==> config.mk <==
export PLATFORM = sky130hd
export DESIGN_NAME = bfgr_ctrl
export DESIGN_NICKNAME = d
export VERILOG_FILES = /design/src/hw/rtl/bfgr_pkg.sv /design/src/hw/rtl/bfgr_ctrl.sv
export SDC_FILE = /design/constraint.sdc
export NUM_CORES = 1
export LEC_CHECK = 0
export ABC_AREA = 1
export BUFFER_PORTS_ARGS = -buffer_cell sky130_fd_sc_hd__buf_2
export CAP_MARGIN = 10
export CORE_AREA = 5 5 42 44
export CTS_BUF_LIST = sky130_fd_sc_hd__clkbuf_8
export DETAILED_ROUTE_END_ITERATION = 10
export DIE_AREA = 0 0 47 49
export GPL_ROUTABILITY_DRIVEN = 0
export HOLD_SLACK_MARGIN = 0.1
export PLACE_DENSITY = 0.44
export SYNTH_ARGS = -nofsm -noshare
export SYNTH_HDL_FRONTEND = slang
export SYNTH_SLANG_ARGS = --single-unit
==> constraint.sdc <==
create_clock -name clk -period 2.1 [get_ports clk]
set_input_delay 0.525 -clock clk [delete_from_list [all_inputs] [get_ports clk]]
set_output_delay 0.525 -clock clk [all_outputs]
set_load 0.05 [all_outputs]
==> src/hw/rtl/bfgr_pkg.sv <==
// Shared types, constants and defaults of the bitmap font glyph renderer.
package bfgr_pkg;

	localparam int MAX_GLYPHS_DEF = 512;
	localparam int MAX_HEIGHT_DEF = 32;
	localparam int PIXEL_BYTES = 4;
	localparam int PIX_SHIFT = $clog2(PIXEL_BYTES);
	localparam int HEIGHT_CAP = 32;
	localparam int COLUMNS = 8;

	localparam logic CMD_LOAD = 1'b0;
	localparam logic CMD_DRAW = 1'b1;

	localparam int CFG_IDX_W = 3;
	localparam logic [CFG_IDX_W-1:0] CFG_FRAME_BASE = 3'd0;
	localparam logic [CFG_IDX_W-1:0] CFG_PITCH = 3'd1;
	localparam logic [CFG_IDX_W-1:0] CFG_GLYPH_COUNT = 3'd2;
	localparam logic [CFG_IDX_W-1:0] CFG_GLYPH_WIDTH = 3'd3;
	localparam logic [CFG_IDX_W-1:0] CFG_GLYPH_HEIGHT = 3'd4;

	typedef struct packed {
		logic        cmd;
		logic [15:0] char_code;
		logic [4:0]  glyph_row;
		logic [7:0]  row_bits;
		logic [7:0]  text_column;
		logic [7:0]  text_row;
		logic [31:0] fg_color;
		logic [31:0] bg_color;
	} in_item_t;

	typedef struct packed {
		logic [31:0] row_address;
		logic [31:0] pixel_0;
		logic [31:0] pixel_1;
		logic [31:0] pixel_2;
		logic [31:0] pixel_3;
		logic [31:0] pixel_4;
		logic [31:0] pixel_5;
		logic [31:0] pixel_6;
		logic [31:0] pixel_7;
		logic [3:0]  valid_columns;
		logic        last_row;
	} result_t;

	typedef struct packed {
		logic load;
		logic capture;
		logic mul1;
		logic mul2;
		logic base;
		logic emit;
	} ctrl_cmd_t;

	typedef struct packed {
		logic h_zero;
		logic last;
	} ctrl_sts_t;

endpackage

==> src/hw/rtl/bfgr_ctrl.sv <==
// Controller state machine that sequences glyph loads and character draws.
module bfgr_ctrl (
	input  logic                 clk,
	input  logic                 arst_n,
	input  logic                 start,
	input  logic                 item_cmd,
	input  bfgr_pkg::ctrl_sts_t  sts,
	output logic                 busy,
	output bfgr_pkg::ctrl_cmd_t  cmd
);

	typedef enum logic [2:0] {
		S_IDLE,
		S_MUL1,
		S_MUL2,
		S_BASE,
		S_ROW
	} state_t;

	state_t state_q;
	logic   busy_q;
	logic   accept;

	assign accept = start && !busy_q;
	assign busy = busy_q;

	always_comb begin
		cmd = '0;
		cmd.load = accept && (item_cmd == bfgr_pkg::CMD_LOAD);
		cmd.capture = accept && (item_cmd == bfgr_pkg::CMD_DRAW);
		cmd.mul1 = (state_q == S_MUL1);
		cmd.mul2 = (state_q == S_MUL2);
		cmd.base = (state_q == S_BASE);
		cmd.emit = (state_q == S_ROW);
	end

	always_ff @(posedge clk or negedge arst_n) begin
		if (!arst_n) begin
			state_q <= S_IDLE;
			busy_q <= 1'b0;
		end else begin
			unique case (state_q)
				S_IDLE: begin
					if (accept && (item_cmd == bfgr_pkg::CMD_DRAW)) begin
						state_q <= S_MUL1;
						busy_q <= 1'b1;
					end
				end
				S_MUL1: begin
					if (sts.h_zero) begin
						state_q <= S_IDLE;
						busy_q <= 1'b0;
					end else begin
						state_q <= S_MUL2;
					end
				end
				S_MUL2: begin
					state_q <= S_BASE;
				end
				S_BASE: begin
					state_q <= S_ROW;
				end
				S_ROW: begin
					if (sts.last) begin
						state_q <= S_IDLE;
						busy_q <= 1'b0;
					end
				end
				default: begin
					state_q <= S_IDLE;
					busy_q <= 1'b0;
				end
			endcase
		end
	end

	a_load_when_idle: assert property (@(posedge clk) disable iff (!arst_n)
		cmd.load |-> (state_q == S_IDLE))
		else $error("glyph load taken while a draw is in progress");

	a_busy_tracks_state: assert property (@(posedge clk) disable iff (!arst_n)
		busy_q == (state_q != S_IDLE))
		else $error("busy disagrees with controller state");

	a_busy_fall: assert property (@(posedge clk) disable iff (!arst_n)
		$fell(busy_q) |-> ($past(state_q == S_ROW) || $past(state_q == S_MUL1)))
		else $error("draw ended outside the row or setup state");

	a_row_nonzero: assert property (@(posedge clk) disable iff (!arst_n)
		(state_q == S_ROW) |-> !sts.h_zero)
		else $error("rows emitted for a zero-height glyph");

endmodule

==> summary.md, run 1 <==
| Metric | Value |
|---|---|
| Crit path max fanout | `6` |
| Worst-path clk slew | `0.03 ns` |
| 1st-iter DRT viols | `3` |
| Number of buffers created by CTS | `3` |
| #FFs+latches synth | `4` |
| Post-route cell area | `406.6 um^2` |
| WL final | `650 um` |
| Cells after DPL | `72` |
| DRT antenna net count | `0` |
| Final setup fails | `0` |
| Area post-placement | `365.4 um^2` |
| Leak pwr | `0.0002632 uW` |
| Top cell type's share of synthesized area | `35.09%` |
| Top cell type by total area after synthesis | `dfrtp_1` |
| Fin cells | `75` |
| Tmin final | `1.780 ns` |
| Port Buffers | `12` |
| Vias/cell | `4.027` |
| Mapped Avg Cell Area | `6.484 um^2` |
| Crit end category | `output pin` |
| Worst EP arrival | `1.25 ns` |
| Drt wl/cell | `8.667 um` |
| Resized Gates After CTS | `0` |
| Worst-case clock skew | `0.00009193 ns` |
| Worst-margin pin slew | `0.2514 ns` |
| Die W | `47 um` |
| Final Net Count | `67` |
| Final hold vios | `0` |
| Max Cap Viol | `0` |
| Antenna fix cells | `0` |
| Total core area | `1401 um^2` |
| CTS H-tree depth | `1` |
| Commonest non-fill, non-tap cells in the layout | `inv_1 (13), buf_2 (12), nor2_1 (7)` |
| Fmax | `0.5619 GHz` |
| Power Density | `1839 nW/um^2` |
| RSZ-0062 raised after global routing | `no` |
| Initial antenna violation count | `0` |
| Rows | `14` |
| CTS root buffer | `clkbuf_8` |
| # Post-CTS Setup Buffers | `0` |
| CP Data Required Time | `1.57 ns` |
| Initial Utilization | `20.36%` |
| Status | `complete, no violations` |
| Sinks on Clock Net | `4` |
| Crit Path Class | `reg2out` |
| Worst setup SP type | `flop` |
| Hold_buf cts | `0` |
| Synth warn | `0` |
| Final global-route overflow total | `0` |
| First-pass GRT wire length | `1.235 mm` |
| Fin Setup TNS | `0 ns` |
| Post-DP HPWL | `558.9 um` |
| Commonest non-fill, non-tap cell in the layout | `inv_1` |
| Yosys cell types | `13` |
| Share of layout cells above drive strength 1 | `37.29%` |
| Drt drc | `0` |
| Worst-case clock buffer depth | `2` |
| Sequential area share after synthesis | `35.09%` |
| Largest net degree at the start of global routing | `8` |
| Pins Over Slew Limit | `0` |
| GRT Util Overall | `7.763%` |
| Register area | `100.1 um^2` |
| Fill cell count | `174` |
| Power, Total | `747.9 uW` |
| Synthesized netlist cell count | `44` |
| VDD IR max | `619.3 uV` |
| Mapped Area | `285.3 um^2` |
| Max-Slew Margin vs Limit | `83.36%` |
| Synth Net Count | `50` |
| Via count | `302` |
| Multi-input gate area | `125.1 um^2` |
| CTS tree | `built` |
| DRT Pass-1 Iters | `3` |
| Area growth from synthesis to layout | `42.54%` |
| Final period util | `84.75%` |
| Clk Latency, worst-skew pair | `0.21 ns` |
| IO Pins | `13` |
| Main area contributors after synthesis | `dfrtp_1 (35%), inv_1 (17%), nor2_1 (9.2%), nand3_1 (8.8%), nor2_2 (6.6%)` |
| Vias in the first global route | `294` |
| Die height | `49 um` |
| Die area | `2303 um^2` |
| Hold WC Path Type | `in2async` |
==> power breakdown <==
group,leakage (uW),internal [uW],switching (uW),total (uW)
Combinational,0.000190,124,322,446
Sequential,0.0000512,112,30.7,143
Clock,0.0000216,122,36.8,159
==> kinds of logic after synthesis <==
family / Yosys count / share of synthesized area [%]
AND/OR/NAND/NOR: 22 / 37.72
buffers and inverters: 15 / 21.05
AO/OA/AOI/OAI: 3 / 6.141
flip-flops: 4 / 35.09
==> path summary, 6_finish.rpt <==
check / cells past startpoint / start / to / slack, ns
max: 4 / state_q[2] / cmd[2] / 0.32
min: 1 / arst_n / busy / 0.11
max reg2reg: 7 / state_q[1] / busy / 0.96
min reg2reg: 3 / state_q[1] / state_q[2] / 0.63
max in group asynchronous: 1 / arst_n / state_q[1] / 1.87
min in group clk: 4 / sts[1] / state_q[1] / 0.61
==> stage by stage <==
step / utilization (%) / setup slack, ns / hold slack, ns
final: 29.02 / 0.3203 / 0.1088
after global routing: 29.02 / 0.1638 / 0.1107
after CTS: 29.02 / 0.2993 / 0.1060
after detailed placement: 26.07 / 0.5087 / 0.3350
after global placement: 26.07 / 0.5227 / 0.3331
after floorplan: - / 0.1857 / 0.2294
==> synth_stat cells <==
cell type	count
nand2_2	1
inv_2	1
nor2_2	3
nand3_2	1
nand4_1	1
dfrtp_1	4
buf_4	1
nor2_1	7
nand2_1	4
o21ai_0	2
inv_1	13
nand3_1	5
o21bai_1	1
==> metal layers <==
metal / track usage (%) / wire, um / part of all wire, %
met3: 4.797 / 51 / 7.8
met1: 7.743 / 272 / 42
met5: 0 / 0 / 0
met2: 11.31 / 313 / 48
met4: 5.530 / 12 / 1.8
==> area by class of cell <==
class,count,area share (%)
clock buffer,3,10.15
inverter,14,12.92
multi-input combinational,25,30.77
sequential,4,24.62
tap,16,4.923
timing repair buffer,13,16.62
==> state kept, by name (all words and copies together) (netlist names) <==
register	flops
state_q	3
busy	1
==> worst max-delay path: stages (launching register included) <==
cell and delay [ns]:
dfrtp_1 0.44, nor2_2 0.16, inv_1 0.08, nor2_1 0.09
buf_2 0.26
Power figures use the tool's default switching activity.
==> inputs of run 2 (changes only) <==
--- a/config.mk
+++ b/config.mk
@@ -5,7 +5,7 @@
 export SDC_FILE = /design/constraint.sdc
 export NUM_CORES = 1
 export LEC_CHECK = 0
-export ABC_AREA = 1
+export ABC_AREA = 0
 export BUFFER_PORTS_ARGS = -buffer_cell sky130_fd_sc_hd__buf_2
 export CAP_MARGIN = 10
 export CORE_AREA = 5 5 42 44
@@ -14,7 +14,7 @@
 export DIE_AREA = 0 0 47 49
 export GPL_ROUTABILITY_DRIVEN = 0
 export HOLD_SLACK_MARGIN = 0.1
-export PLACE_DENSITY = 0.44
+export PLACE_DENSITY = 0.38
 export SYNTH_ARGS = -nofsm -noshare
 export SYNTH_HDL_FRONTEND = slang
 export SYNTH_SLANG_ARGS = --single-unit
==> constraint.sdc (replaced) <==
create_clock -name clk -period 1.7 [get_ports clk]
set_input_delay 0.425 -clock clk [delete_from_list [all_inputs] [get_ports clk]]
set_output_delay 0.425 -clock clk [all_outputs]
set_load 0.05 [all_outputs]
==> summary.md, run 2 <==
| Metric | Value |
|---|---|
| Final Net Count | `47 (was 67)` |
| Most frequent cell after synthesis | `dfrtp_1 (was inv_1)` |
| Clk pwr share | `26.1% (was 21.2%)` |
| Synth warn | `0 (unchanged)` |
| CTS tree | `built (unchanged)` |
| Worst-margin pin slew | `0.2354 ns (was 0.2514 ns)` |
| Met2 routed WL | `296 um (was 313 um)` |
| Crit end category | `output pin (unchanged)` |
| Worst-case clock buffer depth | `2 (unchanged)` |
| Internal | `399.0 uW (was 357.9 uW)` |
| Resized Gates After CTS | `0 (unchanged)` |
| Pins Over Slew Limit | `0 (unchanged)` |
| Die height | `49 um (unchanged)` |
| Share of layout cells above drive strength 1 | `48.72% (was 37.29%)` |
| Vias/cell | `4.200 (was 4.027)` |
| Mapped Area | `217.7 um^2 (was 285.3 um^2)` |
| Final cell utilization of the core | `25.98% (was 29.02%)` |
| Fin Setup TNS | `0 ns (unchanged)` |
| Vias in the first global route | `236 (was 294)` |
| Power Density | `2065 nW/um^2 (was 1839 nW/um^2)` |
| Clk Latency, worst-skew pair | `0.21 ns (about the same)` |
| Top cell type by total area after synthesis | `dfrtp_1 (unchanged)` |
| Wl on met1 | `210 um (was 272 um)` |
| Synthesized netlist cell count | `23 (was 44)` |
| Initial antenna violation count | `0 (unchanged)` |
| Final hold vios | `0 (unchanged)` |
| Mapped Avg Cell Area | `9.466 um^2 (was 6.484 um^2)` |
| CP Data Required Time | `1.27 ns (was 1.57 ns)` |
| Comb pwr share | `47.8% (was 59.6%)` |
| Main area contributors after synthesis | `dfrtp_1 (46%), nor3b_1 (10%), a21o_1 (6.9%), inv_1 (5.2%), a21oi_1 (4.6%) (was dfrtp_1 (35%), inv_1 (17%), nor2_1 (9.2%), nand3_1 (8.8%), nor2_2 (6.6%))` |
| Number of buffers created by CTS | `3 (unchanged)` |
| Max-Slew Margin vs Limit | `84.06% (was 83.36%)` |
| Crit path capture | `cmd[0] (was cmd[2])` |
| Register area | `100.1 um^2 (unchanged)` |
| Yosys cell types | `13 (unchanged)` |
| WL final | `562 um (was 650 um)` |
| Worst setup SP type | `flop (unchanged)` |
| Reg2Reg Setup Slack | `0.54 ns (was 0.96 ns)` |
| Crit Path Class | `reg2out (unchanged)` |
| Fmax | `0.6126 GHz` |
| DRT antenna net count | `0 (unchanged)` |
| CTS root buffer | `clkbuf_8 (unchanged)` |
| Met3 WL post-DR | `55 um (was 51 um)` |
| Max Cap Viol | `0 (unchanged)` |
| CTS H-tree depth | `1 (unchanged)` |
| FF-to-FF End | `busy (unchanged)` |
| Multi-input gate area | `121.4 um^2 (was 125.1 um^2)` |
| GRT Util Overall | `5.092% (was 7.763%)` |
| Crit path max fanout | `7 (was 6)` |
| Sinks on Clock Net | `4 (unchanged)` |
| Final setup fails | `0 (unchanged)` |
| Largest net degree at the start of global routing | `8 (unchanged)` |
| Die W | `47 um (unchanged)` |
| Drt drc | `0 (unchanged)` |
| Pre-CTS WS | `0.2752 ns (was 0.5087 ns)` |
| Sequential area share after synthesis | `45.98% (was 35.09%)` |
| Leak pwr | `0.0002111 uW (was 0.0002632 uW)` |
| P_sw | `352.8 uW (was 389.9 uW)` |
| Crit path from | `state_q[1] (was state_q[2])` |
| DRT Pass-1 Iters | `1 (was 3)` |
| Top cell type's share of synthesized area | `45.98% (was 35.09%)` |
| Initial Utilization | `15.54% (was 20.36%)` |
| Top FF cell, synth | `dfrtp_1 (unchanged)` |
| Reg2reg path depth | `2 (was 7)` |
| Worst EP arrival | `1.21 ns (was 1.25 ns)` |
| Rows | `14 (unchanged)` |
| Asr flop ratio synth | `100.0% (unchanged)` |
| Sw Ratio | `46.93% (was 52.14%)` |
| Uppermost layer routed | `met3 (was met4)` |
| Worst-case clock skew | `0.002361 ns (was 0.00009193 ns)` |
| #FFs+latches synth | `4 (unchanged)` |
| Post-synth top cells | `dfrtp_1 (4), inv_1 (3), nor3b_1 (3) (was inv_1 (13), nor2_1 (7), nand3_1 (5))` |
| Power, Total | `751.8 uW (was 747.9 uW)` |
| Area growth from synthesis to layout | `67.24% (was 42.54%)` |
| Largest register FFs | `3 (unchanged)` |
| Synth Net Count | `29 (was 50)` |
| Tmin final | `1.632 ns` |
| Fill cell count | `165 (was 174)` |
| Post-synth EDFFs | `0 (unchanged)` |
| Final period util | `96.02%` |
| Die area | `2303 um^2 (unchanged)` |
| VDD IR max | `554.1 uV (was 619.3 uV)` |
| Total core area | `1401 um^2 (unchanged)` |
| Final WS setup | `0.06763 ns (was 0.3203 ns)` |
| Final global-route overflow total | `0 (unchanged)` |
| Worst r2r src | `state_q[1] (unchanged)` |
| Antenna fix cells | `0 (unchanged)` |
| Worst-path clk slew | `0.03 ns (about the same)` |
| Commonest non-fill, non-tap cells in the layout | `buf_2 (12), dfrtp_1 (4), nor3b_2 (3), inv_1 (3), clkbuf_8 (3) (was inv_1 (13), buf_2 (12), nor2_1 (7))` |
| Port Buffers | `12 (unchanged)` |
| Status | `complete, no violations (unchanged)` |
| 1st-iter DRT viols | `0 (was 3)` |
| RSZ-0062 raised after global routing | `no (unchanged)` |
| Hold WC Path Type | `in2reg (was in2async)` |
| Largest Register | `state_q (unchanged)` |
| Commonest non-fill, non-tap cell in the layout | `buf_2 (was inv_1)` |
| Via count | `231 (was 302)` |
| Drt wl/cell | `10.22 um (was 8.667 um)` |
| IO Pins | `13 (unchanged)` |
| First-pass GRT wire length | `834 um (was 1.235 mm)` |
| Reg power frac | `26.1% (was 19.1%)` |
run 2: kinds of logic (layout without fill, tap and decap cells):
| group | after synthesis | count (layout) | share of synthesized area [%] |
|---|---|---|---|
| compound gates | 5 | 5 | 15.52 |
| buf+inv | 3 | 19 | 5.172 |
| flops | 4 | 4 | 45.98 |
| simple gates | 11 | 11 | 33.33 |
run 2: metal layers:
| layer | GRT usage, % | vias to the layer above |
|---|---|---|
| met4 | 4.147 | 0 |
| met3 | 1.107 | 0 |
| li1 | - | 117 |
| met1 | 4.900 | 107 |
| met5 | 0 | - |
| met2 | 8.597 | 7 |
run 2: critical path, cell delays in order, from the launching register on:
cell,delay (ns)
dfrtp_1,0.43
nor2_1,0.15
and2_1,0.15
buf_2,0.26
run 2: power groups by stage:
| stage | Combinational, uW | Sequential (uW) | Clock (uW) |
|---|---|---|---|
| final | 359 | 196 | 197 |
| after global routing | 383 | 205 | 204 |
| after CTS | 366 | 197 | 202 |
| after detailed placement | 364 | 200 | 0 |
| after global placement | 365 | 193 | 0 |
| after floorplan | 247 | 227 | 0 |
run 2: worst min-delay path by stage:
stage / startpoint / end / slack (ns) / cells after the start
3_5_place_dp: arst_n / state_q[0] / 0.23 / 1
6_report: sts[1] / state_q[1] / 0.51 / 3
3_3_place_gp: arst_n / state_q[0] / 0.23 / 1
2_1_floorplan: arst_n / busy / 0.13 / 0
4_1_cts: sts[1] / state_q[1] / 0.51 / 3
5_1_grt: sts[1] / state_q[1] / 0.52 / 3
run 2: timing repair:
item,4_1_cts,5_1_grt
endpoints found under the hold margin,4,0
setup buffers,0,0
hold buffers,1,0
run 2: cell type report:
class,instances,area share (%)
multi-input combinational,16,33.33
sequential,4,27.49
timing repair buffer,13,19.24
clock buffer,3,11.34
tap,16,5.498
inverter,3,3.093
run 2: stage by stage:
| stage | hold slack (ns) | std cells | area (um^2) |
|---|---|---|---|
| after floorplan | 0.1294 | 23 | 232.7 |
| after CTS | 0.5133 | 55 | 364.1 |
| after detailed placement | 0.2343 | 51 | 312.8 |
| after global placement | 0.2321 | 51 | 312.8 |
| after global routing | 0.5204 | 55 | 364.1 |
| final | 0.5124 | 55 | 364.1 |
==> inputs of run 3 (changes only) <==
--- a/config.mk
+++ b/config.mk
@@ -14,7 +14,7 @@
 export DIE_AREA = 0 0 47 49
 export GPL_ROUTABILITY_DRIVEN = 0
 export HOLD_SLACK_MARGIN = 0.1
-export PLACE_DENSITY = 0.38
+export PLACE_DENSITY_LB_ADDON = 0.1
 export SYNTH_ARGS = -nofsm -noshare
 export SYNTH_HDL_FRONTEND = slang
 export SYNTH_SLANG_ARGS = --single-unit
==> summary.md, run 3 (synthesized netlist as in run 2, its figures left out) <==
| Metric | Value |
|---|---|
| VDD IR max | `614.1 uV (was 554.1 uV)` |
| Worst setup SP type | `flop (unchanged)` |
| CTS root buffer | `clkbuf_8 (unchanged)` |
| WL final | `563 um (was 562 um)` |
| Tmin final | `1.607 ns (was 1.632 ns)` |
| Largest net degree at the start of global routing | `8 (unchanged)` |
| Commonest non-fill, non-tap cells in the layout | `buf_2 (11), dfrtp_1 (4), nor3b_2 (3), inv_1 (3), clkbuf_8 (3) (was buf_2 (12), dfrtp_1 (4), nor3b_2 (3), inv_1 (3), clkbuf_8 (3))` |
| Sinks on Clock Net | `4 (unchanged)` |
| Worst-case clock buffer depth | `2 (unchanged)` |
| Vias/cell | `4.000 (was 4.200)` |
| DRT Pass-1 Iters | `1 (unchanged)` |
| Die W | `47 um (unchanged)` |
| Internal | `401.5 uW (was 399.0 uW)` |
| Critical Path Slowest Stage Cell | `dfrtp_1 (unchanged)` |
| Power Density | `2058 nW/um^2 (was 2065 nW/um^2)` |
| Crit path max fanout | `7 (unchanged)` |
| Status | `complete, no violations (unchanged)` |
| Final Net Count | `47 (unchanged)` |
| Total core area | `1401 um^2 (unchanged)` |
| Max Cap Viol | `0 (unchanged)` |
| Worst-case clock skew | `0.003832 ns (was 0.002361 ns)` |
| RSZ-0062 raised after global routing | `no (unchanged)` |
| CTS tree | `built (unchanged)` |
| Worst-margin pin slew | `0.2532 ns (was 0.2354 ns)` |
| Pins Over Slew Limit | `0 (unchanged)` |
| Post-DP HPWL | `471.9 um` |
| Critical path cell sequence | `nor2_1 > and2_1 > clkbuf_4 (was nor2_1 > and2_1 > buf_2)` |
| Share of layout cells above drive strength 1 | `48.72% (unchanged)` |
| Fin cells | `55 (unchanged)` |
| Reg power frac | `26.0% (was 26.1%)` |
| Fin Setup TNS | `0 ns (unchanged)` |
| Drt wl/cell | `10.24 um (was 10.22 um)` |
| Initial antenna violation count | `0 (unchanged)` |
| Rows | `14 (unchanged)` |
| Drt drc | `0 (unchanged)` |
| Final global-route overflow total | `0 (unchanged)` |
| IO Pins | `13 (unchanged)` |
| Hold WC Path Type | `in2reg (unchanged)` |
| Die height | `49 um (unchanged)` |
| Final hold vios | `0 (unchanged)` |
| 1st-iter DRT viols | `0 (unchanged)` |
| Leak pwr | `0.0002105 uW (was 0.0002111 uW)` |
| Die area | `2303 um^2 (unchanged)` |
| Commonest non-fill, non-tap cell in the layout | `buf_2 (unchanged)` |
| First-pass GRT wire length | `876 um (was 834 um)` |
| Cells after DPL | `51 (unchanged)` |
| Largest register FFs | `3 (unchanged)` |
| DRT antenna net count | `0 (unchanged)` |
| Crit Path Class | `reg2out (unchanged)` |
| Via count | `220 (was 231)` |
| Max-Slew Margin vs Limit | `82.85% (was 84.06%)` |
| # Post-CTS Setup Buffers | `0 (unchanged)` |
| Port Buffers | `12 (unchanged)` |
| P_sw | `352.9 uW (was 352.8 uW)` |
| Worst-path clk slew | `0.03 ns (about the same)` |
| Slowest stage delay, CP | `0.43 ns (about the same)` |
| Fill cell count | `174 (was 165)` |
| Crit end category | `output pin (unchanged)` |
| Clk Latency, worst-skew pair | `0.21 ns (about the same)` |
| Area growth from synthesis to layout | `68.39% (was 67.24%)` |
| Vias in the first global route | `215 (was 236)` |
| Final cell utilization of the core | `26.16% (was 25.98%)` |
| Sw Ratio | `46.78% (was 46.93%)` |
| Clk pwr share | `26.1% (about the same)` |
| CTS H-tree depth | `1 (unchanged)` |
| Initial Utilization | `15.54% (unchanged)` |
| Largest Register | `state_q (unchanged)` |
| Final setup fails | `0 (unchanged)` |
| Final period util | `94.52% (was 96.02%)` |
| CP Data Required Time | `1.27 ns (about the same)` |
| Worst EP arrival | `1.18 ns (was 1.21 ns)` |
| Comb pwr share | `47.9% (was 47.8%)` |
| Number of buffers created by CTS | `3 (unchanged)` |
| Fmax | `0.6223 GHz (was 0.6126 GHz)` |
| Antenna fix cells | `0 (unchanged)` |
| GRT Util Overall | `5.658% (was 5.092%)` |
run 3: cell count changes in the layout (fill, tap and decap cells not counted):
cell / before / now
buf_2: 12 / 11
clkbuf_4: 0 / 1
run 3: metrics by stage:
| stage | setup slack (ns) | power, uW | cell area (um^2) | hold slack (ns) |
|---|---|---|---|---|
| 6_report | 0.09310 | 754.4 | 366.6 | 0.5075 |
| 5_1_grt | 0.007279 | 801.7 | 366.6 | 0.5317 |
| 4_1_cts | 0.05347 | 767.4 | 364.1 | 0.5100 |
| 3_5_place_dp | 0.2881 | 561.7 | 312.8 | 0.2316 |
| 3_3_place_gp | 0.2901 | 564.1 | 312.8 | 0.2325 |
| 2_1_floorplan | -0.06677 | 474.8 | 232.7 | 0.1294 |
run 3: repair_timing:
action | CTS | global route
hold buffers | 1 | 0
hold endpoints to repair | 4 | 0
resized for setup | 0 | 1
endpoints found under the setup margin | 0 | 1
run 3: worst max-delay path: cells and delay by family, from the launching register on:
family,cells,cell delay (ns)
buffers and inverters,1,0.23
flip-flops,1,0.43
AND/OR/NAND/NOR,2,0.31
run 3: cell type report:
cell class	instances	area [um^2]	area share (%)
Sequential cell	4	100.1	27.30
Clock buffer	3	41.29	11.26
Timing Repair Buffer	13	72.57	19.80
Multi-Input combinational cell	16	121.4	33.11
Tap cell	16	20.02	5.461
Inverter	3	11.26	3.072
run 3: power by group through the flow:
stage               combinational, uW  clock (uW)  sequential, uW
floorplan                         247           0             227
global placement                  366           0             198
detailed placement                363           0             198
CTS                               366         204             197
global route                      387         208             207
finish                            362         197             196
run 3: metal layers:
metal	vias up	track usage, %	wire (um)
met5	-	0	0
met3	0	1.107	38
met4	0	6.912	0
met2	5	7.692	302
li1	115	-	-
met1	100	6.236	222
run 3: final timing paths:
check / cells past startpoint / start / end / slack [ns]
worst min-delay path: 3 / sts[1] / state_q[1] / 0.51
worst max-delay path: 3 / state_q[1] / cmd[0] / 0.09
min in group asynchronous: 2 / arst_n / state_q[1] / 0.53
worst max register to register: 2 / state_q[1] / busy / 0.52
max in group asynchronous: 2 / arst_n / busy / 1.05
worst min register to register: 1 / state_q[0] / state_q[0] / 0.56
